`src/rtl/query_term_field_statistics_macros.svh`:
```
// Assertion macros for the query term field statistics block.
`ifndef QUERY_TERM_FIELD_STATISTICS_MACROS_SVH
`define QUERY_TERM_FIELD_STATISTICS_MACROS_SVH
`define QTFS_ASSERT_NOW(label, ante, cons) \
  label: assert property (@(posedge clk_i) disable iff (!rst_ni) (ante) |-> (cons)) \
    else $error("assertion failed");
`define QTFS_ASSERT_NEXT(label, ante, cons) \
  label: assert property (@(posedge clk_i) disable iff (!rst_ni) (ante) |=> (cons)) \
    else $error("assertion failed");
`endif

```
`src/rtl/qtfs_pkg.sv`:
```
// Package with constants, types and helpers of the query term field statistics block.
`default_nettype none
package qtfs_pkg;
  localparam int QUERY_TERMS = 16;
  localparam int FIELDS      = 2;
  localparam int SLOTS       = QUERY_TERMS + 1;
  localparam int IDX_W       = (QUERY_TERMS > 1) ? $clog2(QUERY_TERMS) : 1;
  localparam int FILL_W      = $clog2(QUERY_TERMS + 1);
  localparam int WALK_W      = $clog2(QUERY_TERMS + 2);
  localparam int FLD_W       = (FIELDS > 1) ? $clog2(FIELDS) : 1;
  localparam int CSLOT_W     = $clog2(FIELDS * QUERY_TERMS);
  localparam int DEPTH       = FIELDS * SLOTS;
  localparam int ADDR_W      = $clog2(DEPTH);
  localparam int ID_W        = 31;
  localparam int CNT_W       = 16;
  localparam int LEN_W       = 20;
  localparam int ENTRY_W     = 5;
  localparam int DIVIDEND_W  = 32;

  localparam logic [1:0] FUNC_LOAD = 2'd0;
  localparam logic [1:0] FUNC_TERM = 2'd1;
  localparam logic [1:0] FUNC_EOD  = 2'd2;
  localparam logic [1:0] FUNC_READ = 2'd3;

  localparam logic [1:0] STATUS_OK      = 2'd0;
  localparam logic [1:0] STATUS_FULL    = 2'd1;
  localparam logic [1:0] STATUS_IGNORED = 2'd2;

  typedef struct packed {
    logic [31:0] doc_count;
    logic [31:0] total_count;
    logic [47:0] ratio_sum;
  } stats_t;

  function automatic logic [31:0] sat_add32(input logic [31:0] a, input logic [31:0] b);
    logic [32:0] s;
    s = {1'b0, a} + {1'b0, b};
    return s[32] ? 32'hFFFF_FFFF : s[31:0];
  endfunction

  function automatic logic [47:0] sat_add48(input logic [47:0] a, input logic [47:0] b);
    logic [48:0] s;
    s = {1'b0, a} + {1'b0, b};
    return s[48] ? 48'hFFFF_FFFF_FFFF : s[47:0];
  endfunction
endpackage
`default_nettype wire

```
`src/rtl/qtfs_stats.sv`:
```
// Statistics memory with per-entry valid bits so that unwritten entries read as zero.
`default_nettype none
module qtfs_stats (
  input  wire logic                          clk_i,
  input  wire logic                          rst_ni,
  input  wire logic                          we_i,
  input  wire logic [qtfs_pkg::ADDR_W-1:0]   waddr_i,
  input  wire qtfs_pkg::stats_t              wdata_i,
  input  wire logic                          re_i,
  input  wire logic [qtfs_pkg::ADDR_W-1:0]   raddr_i,
  output qtfs_pkg::stats_t                   rdata_o
);
  qtfs_pkg::stats_t             mem_q [qtfs_pkg::DEPTH];
  qtfs_pkg::stats_t             rd_q;
  logic [qtfs_pkg::DEPTH-1:0]   vld_q;
  logic                         rd_vld_q;

  always_ff @(posedge clk_i) begin
    if (we_i) begin
      mem_q[waddr_i] <= wdata_i;
    end
    if (re_i) begin
      rd_q <= mem_q[raddr_i];
    end
  end

  always_ff @(posedge clk_i or negedge rst_ni) begin
    if (!rst_ni) begin
      vld_q    <= '0;
      rd_vld_q <= 1'b0;
    end else begin
      if (we_i) begin
        vld_q[waddr_i] <= 1'b1;
      end
      if (re_i) begin
        rd_vld_q <= vld_q[raddr_i];
      end
    end
  end

  assign rdata_o = rd_vld_q ? rd_q : '0;
endmodule
`default_nettype wire

```
`config.mk`:
```
export PLATFORM = sky130hd
export DESIGN_NAME = qtfs_stats
export DESIGN_NICKNAME = d
export VERILOG_FILES = /design/src/rtl/query_term_field_statistics_macros.svh /design/src/rtl/qtfs_pkg.sv /design/src/rtl/qtfs_stats.sv
export SDC_FILE = /design/constraint.sdc
export NUM_CORES = 2
export LEC_CHECK = 0
export BUFFER_PORTS_ARGS = -buffer_cell sky130_fd_sc_hd__buf_2
export CAP_MARGIN = 10
export CORE_MARGIN = 5
export CORE_UTILIZATION = 30
export CTS_CLUSTER_SIZE = 10
export DETAILED_ROUTE_END_ITERATION = 10
export GPL_TIMING_DRIVEN = 0
export PLACE_DENSITY_LB_ADDON = 0.15
export SKIP_CTS_REPAIR_TIMING = 1
export SYNTH_ARGS = -nofsm -noshare
export SYNTH_HDL_FRONTEND = slang
export SYNTH_SLANG_ARGS = --single-unit
```
`constraint.sdc`:
```
create_clock -name clk_i -period 2 [get_ports clk_i]
set_input_delay 0.2 -clock clk_i [delete_from_list [all_inputs] [get_ports clk_i]]
set_output_delay 0.2 -clock clk_i [all_outputs]
set_load 0.03 [all_outputs]
```
==> metrics.md <==
| Metric | Value |
|---|---|
| DIE AREA | 0.5198 mm^2 |
| Vias | 75450 |
| # DRC | 0 |
| WP data arrival | 2.48 ns |
| ANT nets after route | 0 |
| Register area share after synthesis | 78.20% |
| DRT Wirelength | 483.9 mm |
| Die H | 721.0 um |
| EDFF count, synth | 3920 |
| Avg WL per Cell | 32.46 um |
| Share of total power in sequential cells | 52.3% |
| Fin. Hold Viols | 71 |
| # nets final | 8137 |
| Synth top area share | 77.62% |
| Largest net degree at the start of global routing | 69 |
| MaxCap Viol Count | 0 |
| Failing checks | hold timing, setup timing |
| Number of vias per cell | 5.060 |
| Ys flop type | edfxtp_1 |
| Unique cell type count in the Yosys netlist | 42 |
| Worst-skew pair later-pin latency | 1.01 ns |
| Total negative slack | -123.30 ns |
| Hold Crit Class | input port to flop |
| Global-route wire length before repair | 657.0 mm |
| First-pass detailed-route iteration total | 5 |
| Largest family of logic cells by synthesized area | multiplexers |
| Initial antenna violation count | 78 |
| Clock buffer depth | 4 |
| Max transition margin | 3.741% |
| Final Cycle Share | 133.8% |
| Synthesis-to-finish area growth | 19.99% |
| Row cnt | 261 |
| Highest Clock Rate | 0.3737 GHz |
| Vias in the first global route | 78480 |
| Cell area after placement | 0.1663 mm^2 |
| Synth Area in XOR/XNOR | 0% |
| Post-synth ARST share | 0.8850% |
| Clk sinks | 3955 |
| Critical path class | flop to output port |
| CP Data Required Time | 1.80 ns |
| Simple-Gate Fraction of Synth Area | 1.415% |
| Comb pwr share | 6.1% |
| Synth area leaders | edfxtp_1 (78%), mux4_2 (10%), mux2i_1 (3.1%) |
| Largest vdd supply drop | 0.7421 mV |
| CTS Buf Count | 451 |
| Pwr Density | 970.2 mW/mm^2 |
| Area leader, netlist | edfxtp_1 |
| Final Skew | 0.07114 ns |
| Switch share | 22.14% |
| DPL Wire Length | 333.6 mm |
| Highest fanout seen on the critical path | 10 |
| Clock group share of total power | 41.6% |
| Post-layout min period | 2.676 ns |
| Synth Cell Area | 0.1517 mm^2 |
| CTS H-tree lvls | 5 |
| Final Setup Violations | 742 |
| TritonCTS clock tree | yes |
| Clk root buf | clkbuf_16 |
| Most common cell in the netlist | edfxtp_1 |
| Initial DRC count | 6990 |
| Lkg Pwr | 58.23 nW |
| Synth Net Count | 7081 |
| P_sw | 39.08 mW |
| # port buffers | 236 |
| IO Count | 240 |
| P_int | 137.5 mW |
| Avg Cell Area, Syn | 21.81 um^2 |
| Initial Util | 30.06% |
| Hold WS | -0.07663 ns |
| Worst-margin pin slew | 1.444 ns |
| Top cells by count, synth | edfxtp_1 (3920), mux4_2 (674), mux2i_1 (467) |
| Slew Limit Fails | 0 |
| GRT Overall Usage | 18.11% |
| Core box area | 0.5045 mm^2 |
| Total gr overflow | 0 |
| Filler cells | 46440 |
| Status | finished with violations |
| Final WS setup | -0.6759 ns |
| Die W | 721.0 um |
| Mux share of post-synthesis cell area | 15.76% |
| Yosys reg bits | 3955 |
| Layout cells sized above 1 | 31.53% |
| Post-synthesis instance total | 6953 |
| Gpl congestion | 0.7363 |
| Adder-Cell Fraction of Synth Area | 0% |
| Complex-gate fraction of the synthesized area | 3.300% |
| RSZ-0062 raised after global routing | yes |
| Startpoint Class | flop |
| Yosys warnings | 0 |
| Crit. End Element | output port |
| Final instance area | 0.1820 mm^2 |
| Clock-pin transition on the worst setup and hold timing paths | 0.06 ns |
## layer usage
layer	track usage [%]	up-vias	part of all wire [%]
met5	0	-	0.0099
met1	24.23	41320	42
met2	31.15	2186	50
met4	4.320	8	2.4
met3	2.531	596	5.1
li1	-	31340	-
## critical path, cell delays in order, from the launching register on
cell	delay [ns]
dfrtp_2	0.47
buf_12	0.19
buf_6	0.19
buf_8	0.18
and2_2	0.23
clkbuf_4	0.21
## final cells by class
type / instances / area [um^2] / area share (%)
Clock inverter: 53 / 614.3 / 0.3376
Sequential cell: 3955 / 118600 / 65.17
Inverter: 2 / 10.01 / 0.005501
Antenna cell: 28 / 70.07 / 0.03851
Tap cell: 6706 / 8391 / 4.611
Timing Repair Buffer: 610 / 7493 / 4.118
Buffer: 403 / 2656 / 1.460
Clock buffer: 568 / 11880 / 6.531
Multi-Input combinational cell: 2586 / 32250 / 17.73
## path summary, 6_finish.rpt
check	startpoint	endpoint	slack (ns)	cells after the start
setup reg to reg	mem_q[27][8]	rd_q[8]	-0.03	4
hold / removal	waddr_i[2]	mem_q[26][92]	-0.08	3
setup / recovery	rd_vld_q	rdata_o[81]	-0.68	5
hold reg to reg	vld_q[10]	vld_q[10]	0.46	1
min in group asynchronous	rst_ni	vld_q[19]	0.07	2
max in group asynchronous	rst_ni	rd_vld_q	1.37	2
## registers in the layout, indices dropped and copies added (netlist names)
register / flops
rd_q: 112
mem_q: 3808
rd_vld_q: 1
vld_q: 34
## cells by family after synthesis
family                 count (synthesis)
AO/OA/AOI/OAI                        686
AND/OR/NAND/NOR                      400
flip-flops                          3955
buffers and inverters                412
multiplexers                        1500
## power groups by stage
stage          logic, mW  registers [mW]  clock network [mW]
2_1_floorplan       5.19            93.9                   0
3_3_place_gp        10.0            94.0                   0
5_1_grt             11.5            92.3                78.7
3_5_place_dp        10.4            94.0                   0
4_1_cts             10.4            92.3                75.4
6_report            10.8            92.3                73.4
## through the flow
| step | power, mW | utilization [%] | setup WS, ns | hold slack, ns | std cells |
|---|---|---|---|---|---|
| after floorplan | 99.12 | - | -0.7847 | -0.09559 | 6953 |
| after global placement | 104.1 | 32.02 | -4.059 | 0.3049 | 13900 |
| after detailed placement | 104.4 | 32.96 | -2.803 | 0.3304 | 14130 |
| after CTS | 178.1 | 35.44 | -1.948 | -0.7702 | 14750 |
| after global routing | 182.6 | 36.06 | -0.7591 | -0.1049 | 14890 |
| final | 176.5 | 36.07 | -0.6759 | -0.07663 | 14910 |
## cells in the final DEF, fill, tap and decap left out, types with 17 or more instances in the layout
cell type	netlist	final
buf_12	0	203
a22o_1	33	33
o22ai_1	85	80
o211a_1	31	31
a221oi_2	0	36
a221oi_1	125	82
o31ai_1	63	37
nand2_1	101	97
and2_4	0	17
a211oi_1	52	29
or2_2	38	38
clkinv_1	0	24
o21ai_0	19	19
buf_16	0	24
o221ai_1	64	64
nor2_4	1	36
mux2_2	348	339
buf_6	18	48
clkbuf_16	0	458
buf_8	0	21
buf_2	127	266
clkbuf_2	0	97
dlygate4sd3_1	0	136
edfxtp_1	3920	3920
dfrtp_1	35	34
clkbuf_4	0	83
mux4_2	674	674
and2_1	113	54
nand2b_1	21	20
mux2i_1	467	467
and2_2	0	42
a21oi_1	158	153
a22oi_1	33	33
o31ai_2	0	21
a211oi_2	0	23
diode_2	0	28
a222oi_1	18	18
clkbuf_1	197	172
buf_4	47	68
nor2b_1	56	53
Power figures use the tool's default switching activity.
