<file path="src/rtl/query_term_field_statistics_macros.svh">
// Assertion macros for the query term field statistics block.
`ifndef QUERY_TERM_FIELD_STATISTICS_MACROS_SVH
`define QUERY_TERM_FIELD_STATISTICS_MACROS_SVH
`define QTFS_ASSERT_NOW(label, ante, cons) \
  label: assert property (@(posedge clk_i) disable iff (!rst_ni) (ante) |-> (cons)) \
    else $error("assertion failed");
`define QTFS_ASSERT_NEXT(label, ante, cons) \
  label: assert property (@(posedge clk_i) disable iff (!rst_ni) (ante) |=> (cons)) \
    else $error("assertion failed");
`endif

</file>
<file path="src/rtl/qtfs_pkg.sv">
// Package with constants, types and helpers of the query term field statistics block.
`default_nettype none
package qtfs_pkg;
  localparam int QUERY_TERMS = 16;
  localparam int FIELDS      = 2;
  localparam int SLOTS       = QUERY_TERMS + 1;
  localparam int IDX_W       = (QUERY_TERMS > 1) ? $clog2(QUERY_TERMS) : 1;
  localparam int FILL_W      = $clog2(QUERY_TERMS + 1);
  localparam int WALK_W      = $clog2(QUERY_TERMS + 2);
  localparam int FLD_W       = (FIELDS > 1) ? $clog2(FIELDS) : 1;
  localparam int CSLOT_W     = $clog2(FIELDS * QUERY_TERMS);
  localparam int DEPTH       = FIELDS * SLOTS;
  localparam int ADDR_W      = $clog2(DEPTH);
  localparam int ID_W        = 31;
  localparam int CNT_W       = 16;
  localparam int LEN_W       = 20;
  localparam int ENTRY_W     = 5;
  localparam int DIVIDEND_W  = 32;

  localparam logic [1:0] FUNC_LOAD = 2'd0;
  localparam logic [1:0] FUNC_TERM = 2'd1;
  localparam logic [1:0] FUNC_EOD  = 2'd2;
  localparam logic [1:0] FUNC_READ = 2'd3;

  localparam logic [1:0] STATUS_OK      = 2'd0;
  localparam logic [1:0] STATUS_FULL    = 2'd1;
  localparam logic [1:0] STATUS_IGNORED = 2'd2;

  typedef struct packed {
    logic [31:0] doc_count;
    logic [31:0] total_count;
    logic [47:0] ratio_sum;
  } stats_t;

  function automatic logic [31:0] sat_add32(input logic [31:0] a, input logic [31:0] b);
    logic [32:0] s;
    s = {1'b0, a} + {1'b0, b};
    return s[32] ? 32'hFFFF_FFFF : s[31:0];
  endfunction

  function automatic logic [47:0] sat_add48(input logic [47:0] a, input logic [47:0] b);
    logic [48:0] s;
    s = {1'b0, a} + {1'b0, b};
    return s[48] ? 48'hFFFF_FFFF_FFFF : s[47:0];
  endfunction
endpackage
`default_nettype wire

</file>
<file path="src/rtl/qtfs_div.sv">
// Iterative restoring divider that produces one quotient bit per cycle.
`default_nettype none
module qtfs_div (
  input  wire logic                              clk_i,
  input  wire logic                              rst_ni,
  input  wire logic                              start_i,
  input  wire logic [qtfs_pkg::DIVIDEND_W-1:0]   dividend_i,
  input  wire logic [qtfs_pkg::LEN_W-1:0]        divisor_i,
  output logic                                   done_o,
  output logic [qtfs_pkg::DIVIDEND_W-1:0]        quotient_o
);
  localparam int STEP_W = $clog2(qtfs_pkg::DIVIDEND_W + 1);

  logic [qtfs_pkg::LEN_W:0]        rem_q, rem_sh;
  logic [qtfs_pkg::DIVIDEND_W-1:0] quo_q;
  logic [qtfs_pkg::LEN_W-1:0]      div_q;
  logic [STEP_W-1:0]               step_q;
  logic                            run_q, done_q;
  logic                            fits;

  assign rem_sh = {rem_q[qtfs_pkg::LEN_W-1:0], quo_q[qtfs_pkg::DIVIDEND_W-1]};
  assign fits   = rem_sh >= {1'b0, div_q};

  always_ff @(posedge clk_i or negedge rst_ni) begin
    if (!rst_ni) begin
      run_q  <= 1'b0;
      done_q <= 1'b0;
      step_q <= '0;
      rem_q  <= '0;
      quo_q  <= '0;
      div_q  <= '0;
    end else begin
      done_q <= 1'b0;
      if (start_i) begin
        run_q  <= 1'b1;
        step_q <= '0;
        rem_q  <= '0;
        quo_q  <= dividend_i;
        div_q  <= divisor_i;
      end else if (run_q) begin
        rem_q <= fits ? rem_sh - {1'b0, div_q} : rem_sh;
        quo_q <= {quo_q[qtfs_pkg::DIVIDEND_W-2:0], fits};
        step_q <= step_q + 1'b1;
        if (step_q == STEP_W'(qtfs_pkg::DIVIDEND_W - 1)) begin
          run_q  <= 1'b0;
          done_q <= 1'b1;
        end
      end
    end
  end

  assign done_o     = done_q;
  assign quotient_o = quo_q;
endmodule
`default_nettype wire

</file>
<file path="config.mk">
export PLATFORM = sky130hd
export DESIGN_NAME = qtfs_div
export DESIGN_NICKNAME = d
export VERILOG_FILES = /design/src/rtl/query_term_field_statistics_macros.svh /design/src/rtl/qtfs_pkg.sv /design/src/rtl/qtfs_div.sv
export SDC_FILE = /design/constraint.sdc
export NUM_CORES = 1
export LEC_CHECK = 0
export ABC_AREA = 0
export BUFFER_PORTS_ARGS = -buffer_cell sky130_fd_sc_hd__buf_4
export CAP_MARGIN = 20
export CORE_UTILIZATION = 60
export CTS_CLUSTER_SIZE = 10
export DETAILED_ROUTE_END_ITERATION = 10
export GPL_ROUTABILITY_DRIVEN = 0
export PLACE_DENSITY = 0.93
export SYNTH_ARGS = -nofsm -noshare
export SYNTH_HDL_FRONTEND = slang
export SYNTH_SLANG_ARGS = --single-unit
</file>
<file path="constraint.sdc">
create_clock -name clk_i -period 4 [get_ports clk_i]
set_input_delay 0.8 -clock clk_i [delete_from_list [all_inputs] [get_ports clk_i]]
set_output_delay 0.8 -clock clk_i [all_outputs]
set_load 0.1 [all_outputs]
</file>
==> impl_results.md, run 1 <==
* H-tree depth at 3
* Pin count of the biggest net entering global routing at 101
* Primary FF master, synth: dfrtp_1
* Mapped Cells at 488
* Nets at 641
* Min Clock Period, post-route at 2.866 ns
* Chip Height at 89.42 µm
* Synth warn at 0
* Hold slack at 0.4921 ns
* Max Freq at 348.9 MHz
* CP arrival at 3.10 ns
* Area growth, synth to finish at 19.07%
* Post-synthesis mux area share at 11.05%
* Final setup violation count at 0
* Place WS at 1.181 ns
* Total Wirelength at 10.21 mm
* Slowest CP cell: a31oi_1
* First-pass GRT wire length at 16.54 mm
* Max VDD drop at 0.2571 mV
* Die area at 7996 µm²
* Power per Cell Area at 511.4 nW/µm²
* Clock skew at 0.008765 ns
* Clock tree from TritonCTS: done
* Final ANT Viol Nets at 0
* Max-cap violations at 0
* Avg Inst Size Synth at 9.397 µm²
* Status: finished clean
* DRT iter0 DRCs at 218
* Number of gates resized after cts at 0
* CTS Sinks at 80
* Initial Util at 62.55%
* Multi-input gate area at 2354 µm²
* Hold Vio Cnt, Final at 0
* Post-synth EDFFs at 0
* Reg clk slew, reported paths at 0.08 ns
* Worst-path cell chain: ha_1, o211ai_1, a21oi_1, o21ai_1, a31oi_1, mux2_2, a311oi_1, o21ai_1
* I/O Pins at 88
* Antenna violations before repair at 0
* Worst-margin pin slew at 0.8496 ns
* Synth Register Bits at 80
* Detail Placement HPWL at 7.238 mm
* Post-synthesis cell area at 4586 µm²
* RSZ-0062 raised after global routing: no
* Avg WL per Cell at 15.31 µm
* Fin crit share at 71.66%
* Num rows at 31
* Register Area at 2003 µm²
* Rel. slew slack at 43.36%
* Via density at 5.843
* Hold WC Path Type: primary input to asynchronous set/reset pin
* Area of the core at 7331 µm²
* CP Class: flip-flop to flip-flop
* Xor/xnor share of the synthesized area at 3.438%
* Layout cells sized above 1 at 20.07%
* Vias in the first global route at 3724
* TNS Setup at 0 ns
* DRT Pass-1 Iters at 5
* Critical path endpoint category: flip-flop
* Proportion of synthesized chip area in sequential cells at 43.66%
* Crit path top cell by count: o21ai_1
* FILL cells at 543
* Syn Nets at 565
* Largest family of logic cells by synthesized area: compound AO/OA/AOI/OAI gates
* Remaining DRCs at 0
* Simple-gate area share of the yosys netlist at 12.91%
* DIE WIDTH at 89.42 µm
* Post-synthesis adder-cell area fraction at 6.166%
* Gr usage total at 27.08%
* Yosys cell types at 52
* CP startpoint kind: flip-flop
* Clock Tree Buf Depth at 2
* Post-CTS Setup Bufs at 0
* Port Buffers at 87
* CP max stage delay at 0.53 ns
* Clock Latency Late Sink at 0.36 ns
* Grt ovf at 0
* Hold buffers post-CTS at 0
* Final Util at 74.48%
* Leak at 2.794 nW
* Crit Path Max Fanout at 5
* Synth Area in Compound Gates at 17.76%
* Final worst slack at 1.134 ns
* Vias post-DR at 3897
* Cts bufs inserted at 9
* Final Max Slew Viols at 0
* Async set-reset flop share out of synthesis at 100.0%
* Worst Path Required at 4.23 ns
* Antenna fix cells at 0
* Root Buffer: clkbuf_8
-- flip-flops by register name, indices dropped and copies added (netlist names) --
register	count
step_q	6
done_o	1
quotient_o	32
rem_q	20
div_q	20
run_q	1
-- metal layers --
metal / up-vias / part of all wire (%) / GRT usage (%) / routed length (µm)
met2: 163 / 50 / 46.50 / 5103
met1: 1842 / 41 / 31.46 / 4163
met3: 29 / 6.9 / 8.033 / 703
met4: 0 / 2.4 / 11.98 / 240
met5: - / 0 / 0 / 0
li1: 1863 / - / - / -
-- cells by family (layout without fill, tap and decap cells) --
family,count (synthesis),in the layout
buffers and inverters,54,134
adder cells (fa/ha/maj),22,22
AO/OA/AOI/OAI,133,133
flip-flops,80,80
multiplexers,50,50
AND/OR/NAND/NOR,131,131
XOR/XNOR,18,18
-- Yosys cell counts, drive strengths merged, types with 5 or more instances --
library cell	count	area, µm²
clkbuf	19	71.32
dfrtp	80	2002
buf	7	53.80
xor2	11	96.34
xnor2	7	61.31
ha	21	262.8
inv	28	105.1
mux2	5	56.30
mux2i	45	450.4
o21ai	69	345.3
nand4	6	37.54
nand2	68	255.2
a211oi	14	105.1
a21oi	19	95.09
nor2	34	127.6
-- where the power goes --
part	switching, mW	total [mW]	leakage [nW]	internal (mW)
sequential	0.0840	0.995	1.01	0.911
combinational	0.761	1.21	1.70	0.444
clock	0.304	0.592	0.0921	0.288
-- metrics by stage --
step | area [µm²] | cells | power, mW
6_report | 5460 | 667 | 2.792
5_1_grt | 5460 | 667 | 2.934
4_1_cts | 5460 | 667 | 2.791
3_5_place_dp | 5269 | 652 | 2.191
3_3_place_gp | 5269 | 652 | 2.134
2_1_floorplan | 4586 | 488 | 1.940
-- worst paths after layout --
| kind | startpoint | end | slack [ns] | cells past startpoint |
|---|---|---|---|---|
| worst max-delay path | rem_q[1] | rem_q[15] | 1.13 | 8 |
| worst max register to register | rem_q[1] | rem_q[15] | 1.13 | 8 |
| max in group asynchronous | rst_ni | rem_q[1] | 2.71 | 2 |
| worst min-delay path | rst_ni | div_q[6] | 0.49 | 1 |
| worst min register to register | div_q[0] | div_q[0] | 0.52 | 1 |
| min in group clk_i | div_q[0] | div_q[0] | 0.52 | 1 |
-- area by class of cell --
class	count	share of cell area, %
Clock buffer	9	2.269
Clock inverter	6	1.237
Inverter	28	1.925
Multi-Input combinational cell	354	43.10
Sequential cell	80	36.69
Tap cell	99	2.269
Timing Repair Buffer	91	12.51
-- cells in the final DEF, fill, tap and decap left out, drive strengths merged, types with 5 or more instances in the layout --
cell type,Yosys,final
mux2i,45,45
nor2,34,34
o21ai,69,69
buf,7,91
nand2,68,68
inv,28,30
ha,21,21
a21oi,19,19
a211oi,14,14
xor2,11,11
mux2,5,5
xnor2,7,7
nand4,6,6
clkbuf,19,9
dfrtp,80,80
-- critical path, delay by kind of cell (launching register included) --
kind | cells | cell delay (ns)
flops | 1 | 0.41
compound gates | 6 | 1.52
fa+ha+maj | 1 | 0.40
mux | 1 | 0.40
No activity file was read; power rests on OpenSTA's default activity.
==> run 2: changes to the inputs <==
--- a/config.mk
+++ b/config.mk
@@ -8,11 +8,11 @@
 export ABC_AREA = 0
 export BUFFER_PORTS_ARGS = -buffer_cell sky130_fd_sc_hd__buf_4
 export CAP_MARGIN = 20
-export CORE_UTILIZATION = 60
+export CORE_UTILIZATION = 56
 export CTS_CLUSTER_SIZE = 10
 export DETAILED_ROUTE_END_ITERATION = 10
 export GPL_ROUTABILITY_DRIVEN = 0
-export PLACE_DENSITY = 0.93
+export PLACE_DENSITY = 0.88
 export SYNTH_ARGS = -nofsm -noshare
 export SYNTH_HDL_FRONTEND = slang
 export SYNTH_SLANG_ARGS = --single-unit
==> constraint.sdc (replaced) <==
create_clock -name clk_i -period 2.7 [get_ports clk_i]
set_input_delay 0.54 -clock clk_i [delete_from_list [all_inputs] [get_ports clk_i]]
set_output_delay 0.54 -clock clk_i [all_outputs]
set_load 0.1 [all_outputs]
==> run 2 against run 1 <==
Net effect:
- die area increased by 7.0%
- largest cell class unchanged
- clock skew barely moved
- clock power up 54%
- flip-flop and latch count unchanged
- clock-buffer cell count did not move
- first-iteration DRC count did not move
- register-to-register slack lost 1.0 ns
- largest power group unchanged
==> impl_results.md, run 2 (synthesis results as in run 1) <==
* Status: finished clean
* DRT Pass-1 Iters at 4 (-1)
* DRT iter0 DRCs at 218 (unchanged)
* Antenna fix cells at 0 (unchanged)
* Power per Cell Area at 761.4 nW/µm² (+49%)
* Hold Vio Cnt, Final at 0 (unchanged)
* Reg clk slew, reported paths at 0.09 ns (about the same)
* Met1 usage in global routing at 32.05% (+0.59 points)
* Most common cell after layout, fill and taps aside: buf_4
* CP Class: flip-flop to flip-flop
* Layout cells sized above 1 at 22.84% (+2.8 points)
* Final Max Slew Viols at 0 (unchanged)
* Hold WC Path Type: primary input to asynchronous set/reset pin
* Clock Tree Buf Depth at 2 (unchanged)
* Max VDD drop at 0.4561 mV (+77%)
* I/O Pins at 88 (unchanged)
* CP arrival at 2.89 ns (-0.21 ns)
* DIE WIDTH at 92.49 µm (+3.4%)
* Initial Util at 58.73% (-3.8 points)
* GRT Max-Usage Layer: met2
* Vias post-DR at 3827 (-1.8%)
* Remaining DRCs at 0 (unchanged)
* Nets at 650 (+1.4%)
* Detail Placement HPWL at 7.177 mm (-0.84%)
* FILL cells at 579 (+6.6%)
* Leak at 2.849 nW (+2.0%)
* Chip Height at 92.49 µm (+3.4%)
* M3 GR Usage at 6.814% (-1.2 points)
* First-pass GRT wire length at 17.22 mm (+4.1%)
* Clock tree from TritonCTS: done
* Total Wirelength at 10.22 mm (about the same)
* Via density at 5.628 (-3.7%)
* Worst-margin pin slew at 0.8728 ns (+0.02323 ns)
* Fin crit share at 96.77% (+25 points)
* H-tree depth at 3 (unchanged)
* Area of the core at 7807 µm² (+6.5%)
* Critical path endpoint category: flip-flop
* Max-cap violations at 0 (unchanged)
* Die area at 8554 µm² (+7.0%)
* CP startpoint kind: flip-flop
* Root Buffer: clkbuf_8
* Cts bufs inserted at 9 (unchanged)
* Rel. slew slack at 41.81% (-1.5 points)
* Crit Path Max Fanout at 4 (-1)
* Area growth, synth to finish at 21.94%
* Avg WL per Cell at 15.03 µm (-1.8%)
* Num rows at 32 (+3.2%)
* Hold buffers post-CTS at 0 (unchanged)
* Max reg flops at 32 (unchanged)
* Met2 global-route usage at 42.35% (-4.1 points)
* Max Freq at 382.7 MHz (+9.7%)
* Clock skew at 0.009058 ns (+0.0002930 ns)
* Commonest non-fill, non-tap cells in the layout: 99 x buf_4, 78 x dfrtp_1, 68 x nand2_1, 63 x o21ai_0, 45 x mux2i_1
* Min Clock Period, post-route at 2.613 ns (-0.2534 ns)
* Vias in the first global route at 3828 (+2.8%)
* Final setup violation count at 0 (unchanged)
* Final ANT Viol Nets at 0 (unchanged)
* Antenna violations before repair at 0 (unchanged)
* Port Buffers at 87 (unchanged)
* PnR Total Power at 4.258 mW (+52%)
* CTS Sinks at 80 (unchanged)
* Worst Path Required at 2.98 ns (-1.25 ns)
* Hold slack at 0.2922 ns (-0.1999 ns)
* Final Util at 71.62% (-2.9 points)
* Clock Latency Late Sink at 0.36 ns (about the same)
* Gr usage total at 25.48% (-1.6 points)
* Pin count of the biggest net entering global routing at 81 (-20%)
* Grt ovf at 0 (unchanged)
==> run 2: metal layers <==
layer,part of all wire [%],vias to the layer above
li1,-,1883
met1,43,1815
met2,49,111
met3,6.0,18
met4,1.4,0
met5,0,-
==> run 2: final cells by class <==
class / instances / area (µm²) / area share, %
multi-input combinational: 354 / 2396 / 42.85
sequential: 80 / 2007 / 35.89
timing repair buffer: 100 / 754.5 / 13.49
tap: 102 / 127.6 / 2.282
clock buffer: 9 / 123.9 / 2.215
inverter: 28 / 105.1 / 1.880
clock inverter: 7 / 77.57 / 1.387
==> run 2: critical path, cell delays in order, from the launching register on <==
cell	delay (ns)
dfrtp_4	0.43
inv_1	0.05
ha_1	0.21
fa_2	0.37
nor2b_2	0.15
o31a_1	0.29
o21ai_4	0.13
o31ai_4	0.27
buf_4	0.17
xor2_1	0.14
mux2i_1	0.09
a211oi_1	0.22
==> run 2: power by group <==
group / internal (mW) / switching [mW]
Combinational: 0.716 / 1.16
Clock: 0.437 / 0.478
Sequential: 1.35 / 0.122
==> run 2: path summary, 6_finish.rpt <==
kind	startpoint	to	slack (ns)	cells past startpoint
worst max-delay path	quotient_o[31]	rem_q[14]	0.09	11
worst min-delay path	rst_ni	rem_q[9]	0.29	1
worst max register to register	quotient_o[31]	rem_q[14]	0.09	11
worst min register to register	div_q[0]	div_q[0]	0.54	1
max in group asynchronous	rst_ni	quotient_o[15]	1.70	2
min in group clk_i	divisor_i[17]	div_q[17]	0.38	3
==> run 2: metrics by stage <==
step | setup slack [ns] | TNS, ns | cells | cell area, µm²
5_1_grt | -0.07905 | -0.2005 | 680 | 5592
3_5_place_dp | 0.03660 | 0 | 662 | 5334
3_3_place_gp | 0.1360 | 0 | 662 | 5334
6_report | 0.08711 | 0 | 680 | 5592
4_1_cts | 0.02022 | 0 | 678 | 5544
2_1_floorplan | 0.06096 | 0 | 488 | 4594
==> run 2: timing repair <==
item	in CTS	in global routing
setup endpoints to repair	1	8
endpoints found under the hold margin	0	0
pin swaps	1	3
setup buffers	0	2
gates resized for setup	1	8
==> run 3: changes to the inputs <==
--- a/config.mk
+++ b/config.mk
@@ -5,14 +5,15 @@
 export SDC_FILE = /design/constraint.sdc
 export NUM_CORES = 1
 export LEC_CHECK = 0
-export ABC_AREA = 0
+export ABC_AREA = 1
 export BUFFER_PORTS_ARGS = -buffer_cell sky130_fd_sc_hd__buf_4
 export CAP_MARGIN = 20
-export CORE_UTILIZATION = 56
+export CORE_UTILIZATION = 57
 export CTS_CLUSTER_SIZE = 10
 export DETAILED_ROUTE_END_ITERATION = 10
 export GPL_ROUTABILITY_DRIVEN = 0
 export PLACE_DENSITY = 0.88
+export SLEW_MARGIN = 20
 export SYNTH_ARGS = -nofsm -noshare
 export SYNTH_HDL_FRONTEND = slang
 export SYNTH_SLANG_ARGS = --single-unit
==> run 3 against run 2 <==
Net effect:
- die area is 4.7% higher
- register-to-register slack better by 0.34 ns
- clock-buffer cell count stayed put
- sequential power is 5% higher
- critical path depth is 2 higher
- sequential share of layout area is 1.6 points lower
- area after synthesis is 6.7% higher
- non-clock buffer count is 7 lower
==> impl_results.md, run 3 <==
* Main area contributors after synthesis: dfrtp_1 41%, nand2_1 17%, inv_1 8.9%
* Gr usage total at 28.57% (+3.1 points)
* Worst-margin pin slew at 0.8814 ns (+0.008610 ns)
* Antenna fix cells at 0 (unchanged)
* Fin cells at 852 (+25%)
* First-pass GRT wire length at 19.94 mm (+16%)
* Max reg flops at 32 (unchanged)
* Avg Inst Size Synth at 7.401 µm² (-21%)
* Vias in the first global route at 4484 (+17%)
* Final Max Slew Viols at 0 (unchanged)
* Yosys cell types at 35 (-33%)
* Reg clk slew, reported paths at 0.09 ns (about the same)
* Die area at 8958 µm² (+4.7%)
* Port Buffers at 87 (unchanged)
* Power per Cell Area at 911.1 nW/µm² (+20%)
* Hold slack at 0.1185 ns (-0.1737 ns)
* Min Clock Period, post-route at 2.274 ns (-0.3389 ns)
* Most numerous cell in the Yosys netlist: nand2_1
* Final Util at 70.67% (-0.95 points)
* Num rows at 33 (+3.1%)
* Leak at 3.170 nW (+11%)
* Commonest non-fill, non-tap cells in the layout: 219 x nand2_1, 116 x inv_1, 92 x buf_4, 80 x dfrtp_1, 42 x nand3_1
* Root Buffer: clkbuf_8
* CP arrival at 2.53 ns (-0.36 ns)
* Metal1 wirelength at 4.970 mm (+12%)
* Post-synthesis cell area at 4892 µm² (+6.7%)
* Avg WL per Cell at 13.95 µm (-7.2%)
* Hold buffers post-CTS at 0 (unchanged)
* Clock skew at 0.01490 ns (+0.005839 ns)
* TNS Setup at 0 ns (unchanged)
* Total Wirelength at 11.89 mm (+16%)
* Final ANT Viol Nets at 0 (unchanged)
* Grt ovf at 0 (unchanged)
* Max VDD drop at 0.4882 mV (+7.0%)
* Via density at 5.408 (-3.9%)
* CTS Sinks at 80 (unchanged)
* Max Freq at 439.8 MHz (+15%)
* Crit Path Max Fanout at 21 (+17)
* Detail Placement HPWL at 8.723 mm (+22%)
* Rel. slew slack at 41.18% (-0.64 points)
* Antenna violations before repair at 0 (unchanged)
* CP startpoint kind: flip-flop
* Post-synth EDFFs at 0 (unchanged)
* PnR Total Power at 5.317 mW (+25%)
* Final setup violation count at 0 (unchanged)
* Top cell type's share of synthesized area at 40.92% (-2.7 points)
* I/O Pins at 88 (unchanged)
* Post-CTS Setup Bufs at 0 (unchanged)
* Pin count of the biggest net entering global routing at 48 (-41%)
* Synth warn at 0 (unchanged)
* Top sig layer: met4
* Synth Register Bits at 80 (unchanged)
* Primary FF master, synth: dfrtp_1
* Placed cell count at 837 (+26%)
* Hold Vio Cnt, Final at 0 (unchanged)
* Cts bufs inserted at 9 (unchanged)
* Clock Tree Buf Depth at 2 (unchanged)
* Hold WC Path Type: primary input to asynchronous set/reset pin
* DP Area at 5618 µm² (+5.3%)
* Mapped Cells at 661 (+35%)
* Worst Path Required at 2.96 ns (-0.02 ns)
* Clock Latency Late Sink at 0.36 ns (about the same)
* Layout cells sized above 1 at 16.73% (-6.1 points)
* DRT iter0 DRCs at 270 (+24%)
* DIE WIDTH at 94.65 µm (+2.3%)
* Remaining DRCs at 0 (unchanged)
* Syn Nets at 738 (+31%)
* Yosys top cell by area: dfrtp_1
* Number of gates resized after cts at 0 (-1)
* Vias post-DR at 4608 (+20%)
* Place WS at 0.4715 ns (+0.4349 ns)
* RSZ-0062 raised after global routing: no
* WL met3 at 879 µm (+44%)
* Fin crit share at 84.22% (-13 points)
* Status: finished clean
* Async set-reset flop share out of synthesis at 100.0% (unchanged)
* Area of the core at 8258 µm² (+5.8%)
* Area growth, synth to finish at 19.28%
* Commonest cells post-synth: 219 x nand2_1, 116 x inv_1, 80 x dfrtp_1
* H-tree depth at 3 (unchanged)
* Met2 WL at 5.821 mm (+15%)
* Critical path endpoint category: flip-flop
* Chip Height at 94.65 µm (+2.3%)
* Final worst slack at 0.4260 ns (+0.3389 ns)
* Clock tree from TritonCTS: done
* Initial Util at 59.24% (+0.51 points)
* Most common cell after layout, fill and taps aside: nand2_1
* Proportion of synthesized chip area in sequential cells at 40.92% (-2.7 points)
* Max-cap violations at 0 (unchanged)
* Post-route cell area at 5836 µm² (+4.4%)
* CP Class: flip-flop to flip-flop
* Nets at 820 (+26%)
* DRT Pass-1 Iters at 5 (+1)
run 3: cell count changes in the layout (fill, tap and decap cells not counted), sizes merged, moves of 10 or more:
cell    before  now
o221ai       2   28
nand3        3   43
inv         31  119
a211oi      14    0
nand3b       4   14
o21ai       69   34
mux2i       45    0
nor3         0   11
nand2       68  226
run 3: cell families (layout without fill, tap and decap cells):
kind of cell / Yosys count / in the layout / share of synthesized area (%)
simple gates: 324 / 324 / 28.85
buf+inv: 140 / 226 / 11.43
compound gates: 86 / 86 / 11.41
flops: 80 / 80 / 40.92
fa+ha+maj: 22 / 22 / 5.780
xor+xnor: 9 / 9 / 1.611
run 3: metal layers:
layer | global-route usage (%) | vias up
met3 | 6.602 | 19
met4 | 11.36 | 0
met5 | 0 | -
met1 | 35.32 | 2147
li1 | - | 2266
met2 | 48.14 | 176
run 3: path summary, 6_finish.rpt:
path,slack [ns],endpoint,startpoint,cells past startpoint
worst max-delay path,0.43,rem_q[15],rem_q[9],13
worst min register to register,0.48,step_q[5],step_q[5],1
max in group asynchronous,1.98,quotient_o[29],rst_ni,2
min in group clk_i,0.38,div_q[9],divisor_i[9],3
worst max register to register,0.43,rem_q[15],rem_q[9],13
worst min-delay path,0.12,div_q[9],rst_ni,1
run 3: layout make-up:
class	count	area, µm²
Multi-Input combinational cell	441	2331
Timing Repair Buffer	93	710.7
Clock buffer	9	123.9
Sequential cell	80	2002
Tap cell	105	131.4
Fill cell	671	2422
Inverter	118	442.9
Clock inverter	6	93.84
run 3: report_power, final:
group / total, mW / internal [mW] / switching (mW)
clock network: 0.993 / 0.522 / 0.471
logic: 2.78 / 0.934 / 1.84
registers: 1.55 / 1.41 / 0.140
run 3: worst max-delay path: stages, from the launching register on:
cell and delay (ns):
dfrtp_1 0.41, ha_1 0.36, nand2_1 0.13, inv_2 0.04, nand2_1 0.11, inv_1 0.07
a21oi_2 0.17, nand2_2 0.10, nand2_4 0.22, nand2_4 0.21, nand2_1 0.18, nand2_1 0.07
nand2_1 0.06, nand2_1 0.04
